File: src/assert_macros.svh
// Assertion macros for the escape-time core modules
`ifndef ASSERT_MACROS_SVH
`define ASSERT_MACROS_SVH

// check a property on every clock edge outside reset
`define MET_ASSERT(label, prop, msg) \
  label: assert property (@(posedge clk) disable iff (!rst_n) prop) else $error(msg);

// antecedent in this cycle implies consequent in the same cycle
`define MET_ASSERT_NOW(label, ante, cons, msg) \
  label: assert property (@(posedge clk) disable iff (!rst_n) (ante) |-> (cons)) \
    else $error(msg);

// antecedent in this cycle implies consequent in the next cycle
`define MET_ASSERT_NEXT(label, ante, cons, msg) \
  label: assert property (@(posedge clk) disable iff (!rst_n) (ante) |=> (cons)) \
    else $error(msg);

`endif

File: src/met_pkg.sv
// Shared types and constants for the escape-time core
package met_pkg;

  localparam int COORD_WIDTH_DEF = 64;
  localparam int FRAC_BITS_DEF   = 56;
  localparam int SIDE_MAX_DEF    = 4096;

  localparam int CFG_W     = 64;
  localparam int CFG_IDX_W = 3;
  localparam int STEP_W    = 63;
  localparam int ITER_W    = 32;
  localparam int CUT_W     = 7;
  localparam int IDX_W     = 12;
  localparam int LIMB_W    = 32;

  localparam logic [CFG_W-1:0]  ORIGIN_RST   = 64'hFE00_0000_0000_0000;
  localparam logic [STEP_W-1:0] STEP_RST     = 63'h0001_0000_0000_0000;
  localparam logic [ITER_W-1:0] MAX_ITER_RST = 32'd256;
  localparam logic [CUT_W-1:0]  CUTOFF_RST   = 7'd4;

  typedef enum logic [CFG_IDX_W-1:0] {
    REG_ORIGIN_X = 3'd0,
    REG_ORIGIN_Y = 3'd1,
    REG_STEP     = 3'd2,
    REG_MAX_ITER = 3'd3,
    REG_CUTOFF   = 3'd4
  } reg_idx_t;

  typedef struct packed {
    logic [CFG_W-1:0]  origin_x;
    logic [CFG_W-1:0]  origin_y;
    logic [STEP_W-1:0] step;
    logic [ITER_W-1:0] max_iter;
    logic [CUT_W-1:0]  cutoff_squared;
  } cfg_t;

  typedef struct packed {
    logic start;
    logic cprod;
    logic csum;
    logic prep;
    logic mul;
    logic eval;
    logic upd;
    logic set_esc;
    logic out_load;
  } cmd_t;

  typedef struct packed {
    logic mul_last;
    logic mesc;
    logic at_max;
    logic sat;
  } sts_t;

endpackage

File: src/met_regs.sv
// Configuration register file of the escape-time core
module met_regs import met_pkg::*; (
  input  logic                 clk,
  input  logic                 rst_n,
  input  logic                 cfg_valid,
  output logic                 cfg_ready,
  input  logic [CFG_IDX_W-1:0] cfg_index,
  input  logic [CFG_W-1:0]     cfg_data,
  output cfg_t                 cfg
);

  cfg_t cfg_r;
  cfg_t cfg_nxt;

  assign cfg_ready = 1'b1;
  assign cfg       = cfg_r;

  always_comb begin
    cfg_nxt = cfg_r;
    if (cfg_valid) begin
      unique case (reg_idx_t'(cfg_index))
        REG_ORIGIN_X: cfg_nxt.origin_x       = cfg_data;
        REG_ORIGIN_Y: cfg_nxt.origin_y       = cfg_data;
        REG_STEP:     cfg_nxt.step           = cfg_data[STEP_W-1:0];
        REG_MAX_ITER: cfg_nxt.max_iter       = cfg_data[ITER_W-1:0];
        REG_CUTOFF:   cfg_nxt.cutoff_squared = cfg_data[CUT_W-1:0];
        default:      cfg_nxt = cfg_r;
      endcase
    end
  end

  always_ff @(posedge clk) begin
    if (!rst_n) begin
      cfg_r.origin_x       <= ORIGIN_RST;
      cfg_r.origin_y       <= ORIGIN_RST;
      cfg_r.step           <= STEP_RST;
      cfg_r.max_iter       <= MAX_ITER_RST;
      cfg_r.cutoff_squared <= CUTOFF_RST;
    end else begin
      cfg_r <= cfg_nxt;
    end
  end

endmodule

File: config.mk
export PLATFORM = sky130hd
export DESIGN_NAME = met_regs
export DESIGN_NICKNAME = d
export VERILOG_FILES = /design/src/assert_macros.svh /design/src/met_pkg.sv /design/src/met_regs.sv
export SDC_FILE = /design/constraint.sdc
export NUM_CORES = 1
export LEC_CHECK = 0
export BUFFER_PORTS_ARGS = -buffer_cell sky130_fd_sc_hd__buf_2
export CAP_MARGIN = 20
export CORE_MARGIN = 3
export CORE_UTILIZATION = 50
export DETAILED_ROUTE_END_ITERATION = 6
export PLACE_DENSITY = 0.8
export SKIP_CTS_REPAIR_TIMING = 1
export SLEW_MARGIN = 10
export SYNTH_ARGS = -nofsm -noshare
export SYNTH_HDL_FRONTEND = slang
export SYNTH_SLANG_ARGS = --single-unit
File: constraint.sdc
create_clock -name clk -period 1.7 [get_ports clk]
set_input_delay 0.34 -clock clk [delete_from_list [all_inputs] [get_ports clk]]
set_output_delay 0.34 -clock clk [all_outputs]
set_load 0.005 [all_outputs]
# After elaboration in Yosys (flattened, before gate mapping)
# Index checks and enable logic that the tools add are counted.
# W data, S select, Z words.
[classes]
eq_ne = 4
n_reduce_logical = 6
[ops]
columns = ["operator", "count"]
rows = [
  ["$reduce_and A2 Y1", 5],
  ["$eq A3 B2 Y1 const B", 2],
  ["$eq A3 B1 Y1 const B", 1],
  ["$eq A3 B3 Y1 const B", 1],
  ["$logic_not A3 Y1", 1],
]
[word_totals]
word_cells = 15
inputBits = 70
output_inout_bits = 231
register_bits = 230

# Logic depth before layout (Yosys ltp)
[logic_depth]
depth_word = 2
ltp_mapped = 5
depth_no_buf = 2

# Worst setup path after synthesis
# OpenSTA, ideal clock, no wires.
[synth_timing]
kind = "in2reg"
start = "in cfg_index[0]"
end = "reg cfg_r (netlist bit cfg[219])"
t_arrival_ns = 1.174
setup_time_ns = 0.126
n_path_buf = 1
t_required_ns = 1.574
cell_stages = 3
slack_ns = 0.400
cell_sequence = "or4b_1 -> buf_2 -> mux2i_1"
[synth_via]
elab_chain_cells = 2
[synth_rtl]
columns = ["item", "line_no", "rtl"]
rows = [
  ["start: declaration", "met_regs.sv:7", "input logic [CFG_IDX_W-1:0] cfg_index,"],
  ["$logic_not A3 Y1", "met_regs.sv:21", "unique case (reg_idx_t'(cfg_index))"],
  ["$reduce_and A2 Y1 (no line)", "--", ""],
  ["end signal: assignment", "met_regs.sv:40", "cfg_r <= cfg_nxt;"],
  ["end: declaration", "met_regs.sv:12", "cfg_t cfg_r;"],
]
# No other way between the ends.
# A chain may end at the register's enable or synchronous reset.

# Worst setup path after layout
[layout_timing]
start = "reg cfg_r (netlist bit cfg[209])"
end = "out cfg[209] (netlist name)"
[layout_rtl]
columns = ["item", "line_no", "rtl"]
rows = [
  ["end: declaration", "met_regs.sv:9", "output cfg_t cfg"],
]
# No word-level cell between the ends.

==> out/results.tsv <==
stage	metric	value	unit
floorplan	rows	47	
pwr	p_leak	5.968	nW
cells_and_area	stdcell_count	1361	
timing	skew	0	ns
yosys	synthCells	832	
drt	wirelength	22020	um
cts	clockBufferDepth	3	
place	dpl_cell_area	10360	um2
critical_path	critPathCaptureType	primary output	
pwr	p_per_area	1034	nW/um2
global_routing	grt_max_degree	52	
floorplan	start_util	0.5121	
timing	drv_slew	0	
yosys	synth_area_per_cell	10.21	um2
timing	rsz0062_at_grt	false	
timing	post-route-period-util	0.7984	
cells_and_area	largest_register_ff_count	230	
cts	numCtsBuffers	24	
global_routing	overflow	0	
yosys	synthesis.nets	902	
cells_and_area	final_design_area_no_fill	11170	um2
critical_path	reg2reg_depth	2	
critical_path	r2r_slack	1.00	ns
min_path	hold_class	primary input to flip-flop	
place	dp_hpwl	15580	um
cells_and_area	multiInputGateArea	3643	um2
critical_path	critPathBufInv	1	
timing	max_freq	736.8	MHz
timing	hold_viol_final	0	
timing	whs	0.1023	ns
pwr	p_switching	2.532	mW
floorplan	die_h	136.3	um
critical_path	crit_fanout	2	
cells_and_area	n_fill_cell	1322	
drt	vias	6748	
pwr	power.share.clock	0.452	
critical_path	crit_type	flip-flop to primary output	
floorplan	dieArea	18580	um2
min_path	min_path_cells	3	
cells_and_area	layout_common_cells	298 x buf_2, 276 x nand2_1, 230 x mux2i_1, 230 x dfxtp_1, 27 x nor2b_1	
drt	drc_errors	0	
timing	fin_crit	1.357	ns
pwr	combPwrFrac	0.066	
drt	ant_nets	0	
job	drv_cap	0	
drt	dr.pass1.iters	4	
cells_and_area	nNetsFinal	1193	
yosys	synth-seq-cells	230	
place	io_buffers	299	
pwr	swShare	0.2193	
cells_and_area	areaGrowthSynthToFinish	31.52	%
critical_path	crit_chain	buf_2	
cells_and_area	regArea	4604	um2
yosys	yosysSeqAreaShare	0.5422	
drt	drtIter0Drc	291	
floorplan	fp.dieW	136.3	um
critical_path	crit_arrival	1.02	ns
timing	setup-tns-final	0	ns
floorplan	core	16580	um2
cts	cts_htree_levels	1	
drt	post_drt_via_cell_ratio	4.958	
pwr	ir_worst_vdd	0.0007800	V
cells_and_area	final_common_cell	buf_2	
place	dp_cells	1317	
critical_path	cp_top_family	flip-flops	
place	place_congestion	0.8067	
cts	clk_latency	0.49	ns
cts	cts_tree	yes	
critical_path	cp-start-kind	flip-flop	
yosys	yosysUniqueCellTypes	14	
critical_path	crit_slowest_cell	dfxtp_1	
drt	wl_per_cell	16.18	um
critical_path	cpPeakStageDelay	0.38	ns
status	status	completed	
yosys	syn_area	8492	um2
min_path	hold-path-endpoint	cfg[100]$_SDFFE_PN0P_	
global_routing	grtUsageTotal	0.2260	
global_routing	grt_pass1_vias	6744	
cts	clock_sinks	230	
yosys	yosysWarnings	0	
pwr	intPower	9.016	mW
cells_and_area	post-route-util	0.6735	
pwr	p_seq_frac	0.483	
floorplan	ios	301	
cts	clkTransAtPathRegs	0.06	ns
cts	clock-root-buffer	clkbuf_16	
global_routing	antenna_found_initial	0	
critical_path	crit_required	1.36	ns
timing	setup_viol	0	
cells_and_area	diodes	0	
cells_and_area	drive_above_1_share	0.3243	
global_routing	grt_first_pass_wirelength	34050	um
critical_path	timing.rr.start	cfg[213]$_SDFFE_PN0P_	
critical_path	regToRegEndpoint	cfg[213]$_SDFFE_PN0P_	
min_path	min-delay-start	cfg_data[61]	
## area by class of cell
| class | instances | area share |
|---|---|---|
| multi-input cells | 542 | 0.3262 |
| well taps | 220 | 0.02465 |
| clock inverters | 11 | 0.009971 |
| flip-flops and latches | 230 | 0.4123 |
| clock buffers | 33 | 0.06229 |
| repair buffers | 325 | 0.1646 |
## Yosys cell counts
cell type  number  area share
conb_1          1     0.00044
clkbuf_1       26       0.011
nand4bb_1       3      0.0040
nand2_1       276        0.12
nor4bb_1        2      0.0024
dfxtp_1       230        0.54
buf_2          14      0.0083
or4b_1          1      0.0012
nor4b_1         1      0.0010
mux2i_1       230        0.27
buf_1           6      0.0027
nor2b_1        27       0.020
buf_4          14       0.012
nand4b_1        1      0.0010
## per-layer routing
metal  vias to the layer above  wire [um]  GRT usage
met5                         -          0          0
met2                       235      10870     0.4051
li1                       3320          -          -
met4                         0        497    0.06887
met1                      3152       8797     0.2578
met3                        41       1853    0.06884
## stage by stage
step	total power, mW	worst slack (ns)
floorplan	6.082	0.3996
global placement	6.436	0.2015
detailed placement	6.451	0.1384
CTS	11.66	0.3170
global route	11.93	0.3037
finish	11.55	0.3428
## worst register-to-register path: cells and delay by family (launching register included)
| family | cells | cell delay, ns |
|---|---|---|
| flip-flops | 1 | 0.34 |
| multiplexers | 1 | 0.21 |
| AND/OR/NAND/NOR | 1 | 0.07 |
## power by group through the flow
stage | Clock [mW] | Combinational (mW) | Sequential (mW)
2_1_floorplan | 0 | 0.386 | 5.70
3_3_place_gp | 0 | 0.751 | 5.69
3_5_place_dp | 0 | 0.762 | 5.69
4_1_cts | 5.32 | 0.767 | 5.57
5_1_grt | 5.51 | 0.832 | 5.58
6_report | 5.22 | 0.759 | 5.57
## cells by family after synthesis
kind of cell | share of synthesized area
simple gates | 0.1515
flops | 0.5422
buf+inv | 0.03477
mux | 0.2711
other cells | 0.0004416
## worst max path at each step
| stage | start | end | slack, ns | cells past startpoint |
|---|---|---|---|---|
| finish | cfg[209]$_SDFFE_PN0P_ | cfg[209] | 0.34 | 1 |
| floorplan | cfg_index[0] | cfg[219]$_SDFFE_PN0P_ | 0.40 | 3 |
| CTS | cfg[209]$_SDFFE_PN0P_ | cfg[209] | 0.32 | 1 |
| global placement | cfg_index[0] | cfg[197]$_SDFFE_PN0P_ | 0.20 | 5 |
| global route | cfg[209]$_SDFFE_PN0P_ | cfg[209] | 0.30 | 1 |
| detailed placement | cfg_index[0] | cfg[180]$_SDFFE_PN0P_ | 0.14 | 5 |
No activity file was read; power rests on OpenSTA's default activity.
