==> config.mk <==
export PLATFORM = sky130hd
export DESIGN_NAME = met_ctrl
export DESIGN_NICKNAME = d
export VERILOG_FILES = /design/src/met_pkg.sv /design/src/met_ctrl.sv
export VERILOG_INCLUDE_DIRS = /design/src /design/src/src
export SDC_FILE = /design/constraint.sdc
export NUM_CORES = 1
export LEC_CHECK = 0
export ABC_CLOCK_PERIOD_IN_PS = 1550
export BUFFER_PORTS_ARGS = -buffer_cell sky130_fd_sc_hd__buf_2
export CAP_MARGIN = 20
export CORE_MARGIN = 4
export CORE_UTILIZATION = 43
export CTS_BUF_LIST = sky130_fd_sc_hd__clkbuf_16
export DETAILED_ROUTE_END_ITERATION = 10
export PLACE_DENSITY = 0.76
export SYNTH_ARGS = -nofsm -noshare
export SYNTH_HDL_FRONTEND = slang
export SYNTH_SLANG_ARGS = --single-unit
==> constraint.sdc <==
create_clock -name clk -period 1.55 [get_ports clk]
set_input_delay 0.31 -clock clk [delete_from_list [all_inputs] [get_ports clk]]
set_output_delay 0.31 -clock clk [all_outputs]
set_load 0.005 [all_outputs]
==> src/assert_macros.svh <==
// Assertion macros for the escape-time core modules
`ifndef ASSERT_MACROS_SVH
`define ASSERT_MACROS_SVH

// check a property on every clock edge outside reset
`define MET_ASSERT(label, prop, msg) \
  label: assert property (@(posedge clk) disable iff (!rst_n) prop) else $error(msg);

// antecedent in this cycle implies consequent in the same cycle
`define MET_ASSERT_NOW(label, ante, cons, msg) \
  label: assert property (@(posedge clk) disable iff (!rst_n) (ante) |-> (cons)) \
    else $error(msg);

// antecedent in this cycle implies consequent in the next cycle
`define MET_ASSERT_NEXT(label, ante, cons, msg) \
  label: assert property (@(posedge clk) disable iff (!rst_n) (ante) |=> (cons)) \
    else $error(msg);

`endif

==> src/met_pkg.sv <==
// Shared types and constants for the escape-time core
package met_pkg;

  localparam int COORD_WIDTH_DEF = 64;
  localparam int FRAC_BITS_DEF   = 56;
  localparam int SIDE_MAX_DEF    = 4096;

  localparam int CFG_W     = 64;
  localparam int CFG_IDX_W = 3;
  localparam int STEP_W    = 63;
  localparam int ITER_W    = 32;
  localparam int CUT_W     = 7;
  localparam int IDX_W     = 12;
  localparam int LIMB_W    = 32;

  localparam logic [CFG_W-1:0]  ORIGIN_RST   = 64'hFE00_0000_0000_0000;
  localparam logic [STEP_W-1:0] STEP_RST     = 63'h0001_0000_0000_0000;
  localparam logic [ITER_W-1:0] MAX_ITER_RST = 32'd256;
  localparam logic [CUT_W-1:0]  CUTOFF_RST   = 7'd4;

  typedef enum logic [CFG_IDX_W-1:0] {
    REG_ORIGIN_X = 3'd0,
    REG_ORIGIN_Y = 3'd1,
    REG_STEP     = 3'd2,
    REG_MAX_ITER = 3'd3,
    REG_CUTOFF   = 3'd4
  } reg_idx_t;

  typedef struct packed {
    logic [CFG_W-1:0]  origin_x;
    logic [CFG_W-1:0]  origin_y;
    logic [STEP_W-1:0] step;
    logic [ITER_W-1:0] max_iter;
    logic [CUT_W-1:0]  cutoff_squared;
  } cfg_t;

  typedef struct packed {
    logic start;
    logic cprod;
    logic csum;
    logic prep;
    logic mul;
    logic eval;
    logic upd;
    logic set_esc;
    logic out_load;
  } cmd_t;

  typedef struct packed {
    logic mul_last;
    logic mesc;
    logic at_max;
    logic sat;
  } sts_t;

endpackage

==> src/met_ctrl.sv <==
// Sequencing state machine of the escape-time core
`include "assert_macros.svh"

module met_ctrl import met_pkg::*; (
  input  logic clk,
  input  logic rst_n,
  input  logic in_valid,
  output logic in_stall,
  output logic out_valid,
  input  logic out_stall,
  input  sts_t sts,
  output cmd_t cmd
);

  typedef enum logic [8:0] {
    ST_IDLE  = 9'b000000001,
    ST_CPROD = 9'b000000010,
    ST_CSUM  = 9'b000000100,
    ST_PREP  = 9'b000001000,
    ST_MUL   = 9'b000010000,
    ST_DRAIN = 9'b000100000,
    ST_EVAL  = 9'b001000000,
    ST_UPD   = 9'b010000000,
    ST_FIN   = 9'b100000000
  } state_t;

  state_t state_r;
  state_t state_nxt;
  logic   out_valid_r;
  logic   out_valid_nxt;

  assign in_stall  = (state_r != ST_IDLE);
  assign out_valid = out_valid_r;

  always_comb begin
    state_nxt = state_r;
    cmd       = '0;
    unique case (state_r)
      ST_IDLE: begin
        if (in_valid) begin
          cmd.start = 1'b1;
          state_nxt = ST_CPROD;
        end
      end
      ST_CPROD: begin
        cmd.cprod = 1'b1;
        state_nxt = ST_CSUM;
      end
      ST_CSUM: begin
        cmd.csum  = 1'b1;
        state_nxt = ST_PREP;
      end
      ST_PREP: begin
        if (sts.sat) begin
          cmd.set_esc = 1'b1;
          state_nxt   = ST_FIN;
        end else begin
          cmd.prep  = 1'b1;
          state_nxt = ST_MUL;
        end
      end
      ST_MUL: begin
        cmd.mul = 1'b1;
        if (sts.mul_last) begin
          state_nxt = ST_DRAIN;
        end
      end
      ST_DRAIN: begin
        state_nxt = ST_EVAL;
      end
      ST_EVAL: begin
        cmd.eval  = 1'b1;
        state_nxt = ST_UPD;
      end
      ST_UPD: begin
        priority if (sts.mesc) begin
          cmd.set_esc = 1'b1;
          state_nxt   = ST_FIN;
        end else if (sts.at_max) begin
          state_nxt = ST_FIN;
        end else begin
          cmd.upd   = 1'b1;
          state_nxt = ST_PREP;
        end
      end
      ST_FIN: begin
        if (!out_valid_r || !out_stall) begin
          cmd.out_load = 1'b1;
          state_nxt    = ST_IDLE;
        end
      end
      default: state_nxt = ST_IDLE;
    endcase
  end

  always_comb begin
    out_valid_nxt = out_valid_r;
    priority if (cmd.out_load) begin
      out_valid_nxt = 1'b1;
    end else if (out_valid_r && !out_stall) begin
      out_valid_nxt = 1'b0;
    end
  end

  always_ff @(posedge clk) begin
    if (!rst_n) begin
      state_r     <= ST_IDLE;
      out_valid_r <= 1'b0;
    end else begin
      state_r     <= state_nxt;
      out_valid_r <= out_valid_nxt;
    end
  end

  `MET_ASSERT(a_rise_from_fin, $rose(out_valid_r) |-> $past(state_r == ST_FIN), "result without finish")
  `MET_ASSERT_NEXT(a_accept_starts, in_valid && !in_stall, state_r == ST_CPROD, "accept did not start work")
  `MET_ASSERT_NEXT(a_load_shows, cmd.out_load, out_valid_r && state_r == ST_IDLE, "result load lost")
  `MET_ASSERT_NOW(a_drain_after_mul, state_r == ST_DRAIN, $past(state_r == ST_MUL), "drain out of order")

endmodule

* Word level (Yosys, flattened, before mapping)
Cells that the tools add are included.
** Word-level totals
- Register bits :: 10
- Input port bits :: 8
- Word-level logic and storage cells :: 46
** Operators by class
- Equality and inequality tests :: 13
- Mux-type cells :: 25
- Reduce and logical (&&, ||, !) cells :: 6
** Operators with widths (count)
- 9-bit case mux with 9 select lines :: 1
- 9-bit two-way mux :: 6
- 1-bit two-way mux :: 17
- 9-bit by 1-bit == test with 1-bit output (second input constant) :: 1
- 9-bit by 2-bit == test with 1-bit output (second input constant) :: 1
- 9-bit by 3-bit == test with 1-bit output (second input constant) :: 1
- 9-bit by 4-bit == test with 1-bit output (second input constant) :: 1
- 9-bit by 5-bit == test with 1-bit output (second input constant) :: 1
- 9-bit by 6-bit == test with 1-bit output (second input constant) :: 1
- 9-bit by 7-bit == test with 1-bit output (second input constant) :: 1
- 9-bit by 8-bit == test with 1-bit output (second input constant) :: 1
- 9-bit == test (second input constant) :: 1
- 9-bit by 1-bit inequality test with 1-bit output (second input constant) :: 1
- 2-bit inequality test (second input constant) :: 3
- 3-bit AND reduction :: 1
- 1-bit zero test :: 2
- 1-bit case mux with 2 select lines :: 1
- 2-bit nonzero test :: 1
- 1-bit logical AND :: 1
- 1-bit logical OR :: 1

* Logic depth before layout (Yosys ltp)
Gate-level depths: netlist (run 1).
- Depth after elaboration :: 5
- Mapped depth :: 7

* Least setup slack after synthesis (run 1)
OpenSTA, ideal clock, no wires.
- Kind :: register to output
- Start :: reg state_r[0]
- End :: out cmd[0] in the netlist's numbering
- Arrival time :: 1.163 ns
- Required time :: 1.240 ns
- Setup slack :: 0.077 ns
- Stages on the path, launching flop included :: 7
- Path buffers :: 2
- Cell sequence :: dfxtp_1 buf_6 nor3_1 and2_2 nand3_1 a21oi_1 buf_4
** RTL lines
- start: declaration :: RTL line met_ctrl.sv:27 : state_t state_r;
- start signal: assignment :: RTL line met_ctrl.sv:110 : state_r <= state_nxt;
- end: declaration :: RTL line met_ctrl.sv:12 : output cmd_t cmd

==> run_summary.xml, run 1 <==
<?xml version="1.0" encoding="UTF-8"?>
<metrics>
  <group name="outcome">
    <metric name="outcome" unit="">complete, but fails checks</metric>
    <metric name="failing_checks" unit="">setup timing</metric>
  </group>
  <group name="power_and_ir_drop">
    <metric name="worst_case_vdd_ir_drop" unit="V">0.000894</metric>
    <metric name="power.total" unit="uW">924</metric>
    <metric name="static-leakage-power" unit="nW">0.481</metric>
    <metric name="p_per_area" unit="nW/um2">895</metric>
  </group>
  <group name="yosys">
    <metric name="xor_xnor_portion_of_the_synthesized_cell_area" unit="">0.0275</metric>
    <metric name="synth_cell_types" unit="">35</metric>
    <metric name="syn-mean-instance-area" unit="um2">8.51</metric>
    <metric name="synth.mux.area_fraction" unit="">0</metric>
    <metric name="yosys.area_share.adder" unit="">0</metric>
    <metric name="synth_fp_nets" unit="">83</metric>
    <metric name="synth-main-ff-cell" unit="">sky130_fd_sc_hd__dfxtp_1</metric>
    <metric name="synth-seq-cells" unit="">10</metric>
    <metric name="synth_top_family_by_area" unit="">simple AND/OR/NAND/NOR gates</metric>
    <metric name="simple_gate_fraction_of_synth_area" unit="">0.431</metric>
    <metric name="yosysWarnings" unit="">0</metric>
    <metric name="synth_edf_count" unit="">0</metric>
    <metric name="syn-cell-area" unit="um2">638</metric>
    <metric name="fraction_of_synthesis_flops_using_an_asynchronous_set_or_reset_pin" unit="">0</metric>
    <metric name="post_synthesis_compound_gate_area_fraction" unit="">0.151</metric>
    <metric name="synthCells" unit="">75</metric>
    <metric name="synth-seq-area-share" unit="">0.314</metric>
  </group>
  <group name="cells_and_area">
    <metric name="num_antenna_cells" unit="">0</metric>
    <metric name="area_growth_syn_to_layout" unit="%">61.8</metric>
    <metric name="fin_nets" unit="">122</metric>
    <metric name="area.sequential" unit="um2">205</metric>
    <metric name="num-fill-cells" unit="">93</metric>
    <metric name="multi_input_comb_area" unit="um2">468</metric>
    <metric name="layout.cell_area.non_filler" unit="um2">1030</metric>
    <metric name="post_route_cells_drive_above_1_share" unit="">0.540</metric>
  </group>
  <group name="worst_setup_path">
    <metric name="worst-r2r-setup-slack" unit="ps">-20</metric>
    <metric name="crit_chain" unit="">nor4_4 &gt; nand2_1 &gt; nor3b_2 &gt; and2_1 &gt; buf_2</metric>
    <metric name="critPathLaunchType" unit="">flop</metric>
    <metric name="crit_path_depth" unit="">5</metric>
    <metric name="worst_path_dominant_cell_family" unit="">simple AND/OR/NAND/NOR gates</metric>
    <metric name="critPathKind" unit="">reg -&gt; out</metric>
    <metric name="cpMaxStageDelayCell" unit="">sky130_fd_sc_hd__dfxtp_2</metric>
    <metric name="worst_r2r_startpoint" unit="">state_r[7]$_SDFFE_PN0P_</metric>
    <metric name="arrival" unit="ps">1530</metric>
    <metric name="crit_path_max_fanout" unit="">3</metric>
    <metric name="critPathRequiredTime" unit="ps">1240</metric>
    <metric name="critical_path.endpoint_type" unit="">primary output</metric>
    <metric name="critical-path-max-stage-delay" unit="ps">330</metric>
    <metric name="worstReg2RegEnd" unit="">state_r[8]$_SDFFE_PN0P_</metric>
    <metric name="worstRegToRegCells" unit="">7</metric>
    <metric name="path_buf_inv" unit="">1</metric>
  </group>
  <group name="floorplan">
    <metric name="pin_count" unit="">19</metric>
    <metric name="rows" unit="">13</metric>
    <metric name="chipWidth" unit="um">46.5</metric>
    <metric name="fp.dieH" unit="um">46.5</metric>
    <metric name="core_area" unit="um2">1350</metric>
    <metric name="die-area" unit="um2">2160</metric>
    <metric name="initial_utilization" unit="">0.473</metric>
  </group>
  <group name="sta">
    <metric name="fin_worst_skew" unit="ps">5.13</metric>
    <metric name="max_clock_freq" unit="MHz">544</metric>
    <metric name="fin_hold_ws" unit="ps">339</metric>
    <metric name="tightest_slew" unit="ps">444</metric>
    <metric name="slew_headroom" unit="">0.703</metric>
    <metric name="unrepaired_setup_endpoints_after_global_routing" unit="">true</metric>
    <metric name="hold_viol" unit="">0</metric>
    <metric name="setup_viol_count_final" unit="">13</metric>
    <metric name="final.min_clock_period" unit="ps">1840</metric>
    <metric name="layout_worst_path_cycle_share" unit="">1.19</metric>
    <metric name="layout_setup_ws" unit="ps">-290</metric>
    <metric name="finalMaxSlewViolations" unit="">0</metric>
  </group>
  <group name="grt">
    <metric name="grtUsageMet2" unit="">0.341</metric>
    <metric name="grt_busiest_layer" unit="">met2</metric>
    <metric name="pin_count_of_the_biggest_net_entering_global_routing" unit="">8</metric>
    <metric name="first_global_vias" unit="">709</metric>
    <metric name="grt_pass1_wl" unit="um">3040</metric>
    <metric name="grt_util_met1" unit="">0.225</metric>
    <metric name="antenna_violations_before_repair" unit="">0</metric>
    <metric name="grtUsageMet3" unit="">0.0586</metric>
    <metric name="grt_use_total" unit="">0.204</metric>
    <metric name="gr-total-overflow" unit="">0</metric>
  </group>
  <group name="detailed_routing">
    <metric name="route.detailed.vias_per_inst" unit="">5.63</metric>
    <metric name="routed-via-count" unit="">721</metric>
    <metric name="wl_per_cell" unit="um">15.3</metric>
    <metric name="detail-route-antenna-nets" unit="">0</metric>
    <metric name="detail_route.first_pass.iterations" unit="">4</metric>
    <metric name="drc" unit="">0</metric>
    <metric name="routed_wirelength" unit="um">1960</metric>
    <metric name="drt_iter0_drc" unit="">9</metric>
  </group>
  <group name="worst_hold_path">
    <metric name="hold_path.startpoint" unit="">sts[3]</metric>
    <metric name="hp-class" unit="">in -&gt; reg</metric>
    <metric name="hold_depth" unit="">2</metric>
    <metric name="worst_hold_path.endpoint" unit="">state_r[5]$_SDFFE_PN0P_</metric>
  </group>
  <group name="clock_network">
    <metric name="tritoncts" unit="">yes</metric>
    <metric name="clock_tree.buffer_depth" unit="">2</metric>
    <metric name="clk_latency" unit="ps">240</metric>
    <metric name="ctsHoldBuffers" unit="">0</metric>
    <metric name="tritoncts.num_buffers" unit="">3</metric>
    <metric name="clk_pin_slew" unit="ps">40</metric>
    <metric name="clock_sinks" unit="">10</metric>
    <metric name="cts_max_level" unit="">1</metric>
    <metric name="cts-root-buf" unit="">sky130_fd_sc_hd__clkbuf_16</metric>
  </group>
  <group name="place">
    <metric name="dpl-instance-area" unit="um2">773</metric>
    <metric name="portBuffers" unit="">18</metric>
    <metric name="dp.final_hpwl" unit="um">1230</metric>
    <metric name="gp_congestion" unit="">0.836</metric>
  </group>
  <group name="flow_run">
    <metric name="maxCapViolations" unit="">0</metric>
  </group>
</metrics>
-- cell type report --
cell class                 instances  share of cell area
inverter                           2             0.00727
tap                               15              0.0182
clock buffer                       3              0.0727
multi-input combinational         59               0.453
timing repair buffer              38               0.246
sequential                        10               0.199
clock inverter                     1             0.00364
-- cells by family after synthesis --
kind of cell,count (synthesis)
AO/OA/AOI/OAI,13
buffers and inverters,6
XOR/XNOR,2
AND/OR/NAND/NOR,44
flip-flops,10
-- metrics by stage --
stage | util | instances | setup slack [ps] | setup TNS, ps
after floorplan | - | 75 | 77.1 | 0
after global placement | 0.573 | 113 | -67.6 | -80.2
after global routing | 0.765 | 128 | -379 | -3120
final | 0.765 | 128 | -290 | -2020
after CTS | 0.730 | 127 | -265 | -1900
after detailed placement | 0.573 | 113 | -78.2 | -120
-- per-layer routing --
layer,vias to the layer above,wire (um)
met5,-,0
met4,0,47
met3,7,90
met2,17,1020
met1,345,802
li1,352,-
-- power breakdown --
group | internal, mW | total [mW] | leakage [nW] | switching [mW]
Combinational | 0.0897 | 0.178 | 0.359 | 0.0883
Sequential | 0.265 | 0.278 | 0.0831 | 0.0124
Clock | 0.339 | 0.469 | 0.0385 | 0.130
-- sequential cells by signal, summed over array words and instances, names as in the netlist --
signal,count
state_r,9
out_valid,1
-- placed cells by master (no fill, tap or decap), types with 2 or more instances in the layout --
cell type	count
sky130_fd_sc_hd__nor4_4	2
sky130_fd_sc_hd__and3_1	2
sky130_fd_sc_hd__buf_4	18
sky130_fd_sc_hd__buf_6	3
sky130_fd_sc_hd__buf_2	17
sky130_fd_sc_hd__nor3b_2	2
sky130_fd_sc_hd__nand2_1	6
sky130_fd_sc_hd__nor4_1	2
sky130_fd_sc_hd__nand2b_1	2
sky130_fd_sc_hd__nor2_1	10
sky130_fd_sc_hd__dfxtp_1	6
sky130_fd_sc_hd__nand4_1	3
sky130_fd_sc_hd__nor3_4	2
sky130_fd_sc_hd__nor3b_1	2
sky130_fd_sc_hd__dfxtp_2	4
sky130_fd_sc_hd__nor3_1	2
sky130_fd_sc_hd__clkbuf_16	3
-- worst max path at each step --
stage,to,slack (ps),from
final,cmd[8],-290,state_r[7]$_SDFFE_PN0P_
after global routing,cmd[8],-380,state_r[7]$_SDFFE_PN0P_
after CTS,cmd[8],-260,state_r[7]$_SDFFE_PN0P_
after detailed placement,cmd[2],-80,state_r[8]$_SDFFE_PN0P_
after global placement,cmd[2],-70,state_r[8]$_SDFFE_PN0P_
after floorplan,cmd[0],80,state_r[0]$_SDFFE_PN1P_
-- Yosys cell counts (2+ instances only) --
cell	number	area, um2
sky130_fd_sc_hd__a21oi_1	2	10.0
sky130_fd_sc_hd__and3_1	3	18.8
sky130_fd_sc_hd__buf_6	3	33.8
sky130_fd_sc_hd__dfxtp_1	10	200
sky130_fd_sc_hd__nand2_1	7	26.3
sky130_fd_sc_hd__nand2b_1	2	12.5
sky130_fd_sc_hd__nand4_1	3	18.8
sky130_fd_sc_hd__nor2_1	10	37.5
sky130_fd_sc_hd__nor3_1	4	20.0
sky130_fd_sc_hd__nor3b_1	2	15.0
sky130_fd_sc_hd__nor3b_2	2	25.0
sky130_fd_sc_hd__nor4_1	2	12.5
sky130_fd_sc_hd__nor4_2	2	25.0
sky130_fd_sc_hd__o21ai_0	2	10.0
-- timing repair --
| action | in CTS | in global routing |
|---|---|---|
| setup endpoints to repair | 11 | 15 |
| gates resized for setup | 16 | 7 |
| buffers inserted | 10 | 4 |
| pin swaps | 9 | 6 |
Note: power is estimated with default switching activity, not from simulation.
==> inputs of run 2 (changes only) <==
Settings changed: PLACE_DENSITY 0.76 to 0.68.
==> run_summary.xml, run 2 (synthesis results as in run 1) <==
<?xml version="1.0" encoding="UTF-8"?>
<metrics>
  <group name="power_and_ir_drop">
    <metric name="worst_case_vdd_ir_drop" unit="V">0.000649</metric>
    <metric name="static-leakage-power" unit="nW">0.488</metric>
    <metric name="p_per_area" unit="nW/um2">877</metric>
    <metric name="power.total" unit="uW">910</metric>
  </group>
  <group name="sta">
    <metric name="hold_viol" unit="">0</metric>
    <metric name="finalMaxSlewViolations" unit="">0</metric>
    <metric name="layout_worst_path_cycle_share" unit="">1.23</metric>
    <metric name="final.min_clock_period" unit="ps">1910</metric>
    <metric name="fin_hold_ws" unit="ps">355</metric>
    <metric name="unrepaired_setup_endpoints_after_global_routing" unit="">true</metric>
    <metric name="fin_worst_skew" unit="ps">3.79</metric>
    <metric name="layout_setup_ws" unit="ps">-356</metric>
    <metric name="setup_viol_count_final" unit="">16</metric>
    <metric name="slew_headroom" unit="">0.743</metric>
    <metric name="tightest_slew" unit="ps">385</metric>
    <metric name="max_clock_freq" unit="MHz">525</metric>
  </group>
  <group name="cells_and_area">
    <metric name="area_growth_syn_to_layout" unit="%">62.5</metric>
    <metric name="num_antenna_cells" unit="">0</metric>
    <metric name="post_route_cells_drive_above_1_share" unit="">0.557</metric>
    <metric name="fin_nets" unit="">125</metric>
    <metric name="num-fill-cells" unit="">92</metric>
    <metric name="layout.cells.most_common_list" unit="">sky130_fd_sc_hd__buf_4 (23), sky130_fd_sc_hd__buf_2 (17), sky130_fd_sc_hd__nor2_1 (10)</metric>
    <metric name="finish.utilization" unit="">0.768</metric>
    <metric name="top_register_by_number_of_flip_flops" unit="">state_r</metric>
    <metric name="flip_flop_count_of_the_largest_register_all_copies_and_words_added" unit="">9</metric>
    <metric name="mostFrequentLayoutCell" unit="">sky130_fd_sc_hd__buf_4</metric>
    <metric name="fin_cells" unit="">130</metric>
  </group>
  <group name="detailed_routing">
    <metric name="drc" unit="">0</metric>
    <metric name="highest_layer" unit="">met4</metric>
    <metric name="routed-via-count" unit="">740</metric>
    <metric name="detail_route.first_pass.iterations" unit="">4</metric>
    <metric name="dr_wl_met2" unit="um">1130</metric>
    <metric name="detail-route-antenna-nets" unit="">0</metric>
    <metric name="route.met3.wl" unit="um">101</metric>
    <metric name="drt_iter0_drc" unit="">23</metric>
    <metric name="route.detailed.vias_per_inst" unit="">5.69</metric>
    <metric name="routed_wirelength" unit="um">2130</metric>
    <metric name="wirelength_met1" unit="um">856</metric>
    <metric name="wl_per_cell" unit="um">16.4</metric>
  </group>
  <group name="place">
    <metric name="dp.final_hpwl" unit="um">1220</metric>
    <metric name="dp_cells" unit="">115</metric>
    <metric name="portBuffers" unit="">18</metric>
    <metric name="gp_congestion" unit="">0.835</metric>
    <metric name="preCtsSetupSlack" unit="ps">-20.5</metric>
  </group>
  <group name="worst_setup_path">
    <metric name="arrival" unit="ps">1600</metric>
    <metric name="critPathLaunchType" unit="">flop</metric>
    <metric name="crit_path_max_fanout" unit="">3</metric>
    <metric name="critPathKind" unit="">reg -&gt; out</metric>
    <metric name="critPathRequiredTime" unit="ps">1240</metric>
    <metric name="critical_path.endpoint_type" unit="">primary output</metric>
  </group>
  <group name="clock_network">
    <metric name="clock_sinks" unit="">10</metric>
    <metric name="cts_max_level" unit="">1</metric>
    <metric name="tritoncts.num_buffers" unit="">3</metric>
    <metric name="clk_latency" unit="ps">240</metric>
    <metric name="clk_pin_slew" unit="ps">40</metric>
    <metric name="cts-root-buf" unit="">sky130_fd_sc_hd__clkbuf_16</metric>
    <metric name="clock_tree.buffer_depth" unit="">2</metric>
    <metric name="tritoncts" unit="">yes</metric>
  </group>
  <group name="floorplan">
    <metric name="die-area" unit="um2">2160</metric>
    <metric name="core_area" unit="um2">1350</metric>
    <metric name="chipWidth" unit="um">46.5</metric>
    <metric name="pin_count" unit="">19</metric>
    <metric name="fp.dieH" unit="um">46.5</metric>
    <metric name="initial_utilization" unit="">0.473</metric>
    <metric name="rows" unit="">13</metric>
  </group>
  <group name="grt">
    <metric name="gr-total-overflow" unit="">0</metric>
    <metric name="first_global_vias" unit="">674</metric>
    <metric name="antenna_violations_before_repair" unit="">0</metric>
    <metric name="pin_count_of_the_biggest_net_entering_global_routing" unit="">9</metric>
    <metric name="grt_pass1_wl" unit="um">2920</metric>
    <metric name="grt_use_total" unit="">0.192</metric>
  </group>
  <group name="worst_hold_path">
    <metric name="hp-class" unit="">in -&gt; reg</metric>
  </group>
  <group name="flow_run">
    <metric name="maxCapViolations" unit="">0</metric>
  </group>
  <group name="outcome">
    <metric name="outcome" unit="">complete, but fails checks</metric>
    <metric name="failing_checks" unit="">setup timing</metric>
  </group>
</metrics>
## run 2: cell type report
type / instances / area [um2] / area share
Inverter: 2 / 7.51 / 0.00724
Clock buffer: 3 / 75.1 / 0.0724
Tap cell: 15 / 18.8 / 0.0181
Multi-Input combinational cell: 59 / 458 / 0.441
Timing Repair Buffer: 41 / 269 / 0.259
Sequential cell: 10 / 209 / 0.201
## run 2: stage by stage
step           setup TNS (ps)  instance area, um2
2_1_floorplan               0                 638
3_3_place_gp                0                 788
3_5_place_dp            -20.5                 788
4_1_cts                 -2430                 927
5_1_grt                 -4770                1040
6_report                -3610                1040
## run 2: final timing paths
check                           slack, ps                      end               startpoint  cells after the start
worst min register to register        520   out_valid$_SDFFE_PN0P_   out_valid$_SDFFE_PN0P_                      2
worst min-delay path                  360  state_r[5]$_SDFFE_PN0P_                   sts[3]                      2
worst max-delay path                 -360                   cmd[8]  state_r[3]$_SDFFE_PN0P_                      5
worst max register to register       -310  state_r[3]$_SDFFE_PN0P_  state_r[3]$_SDFFE_PN0P_                      8
## run 2: power by group
group | internal, mW | switching, mW | leakage [nW]
clock | 0.335 | 0.118 | 0.0370
combinational | 0.0926 | 0.0932 | 0.367
sequential | 0.264 | 0.00720 | 0.0837
total | 0.691 | 0.219 | 0.488
## run 2: routing by layer
layer,track usage,vias to the layer above
met2,0.330,28
met4,0.0511,0
li1,-,362
met5,0,-
met3,0.0703,4
met1,0.220,346
## run 2: timing repair
item	4_1_cts	5_1_grt
setup endpoints to repair	10	17
hold buffers	0	0
gates resized for setup	5	15
setup buffers	6	6
pin swaps	7	10
## run 2: worst max-delay path, cell delays in order, from the launching register on
cell,delay (ps)
sky130_fd_sc_hd__dfxtp_2,350
sky130_fd_sc_hd__nor4_4,360
sky130_fd_sc_hd__nand2_2,140
sky130_fd_sc_hd__nor3b_4,250
sky130_fd_sc_hd__and2_1,160
sky130_fd_sc_hd__buf_2,110
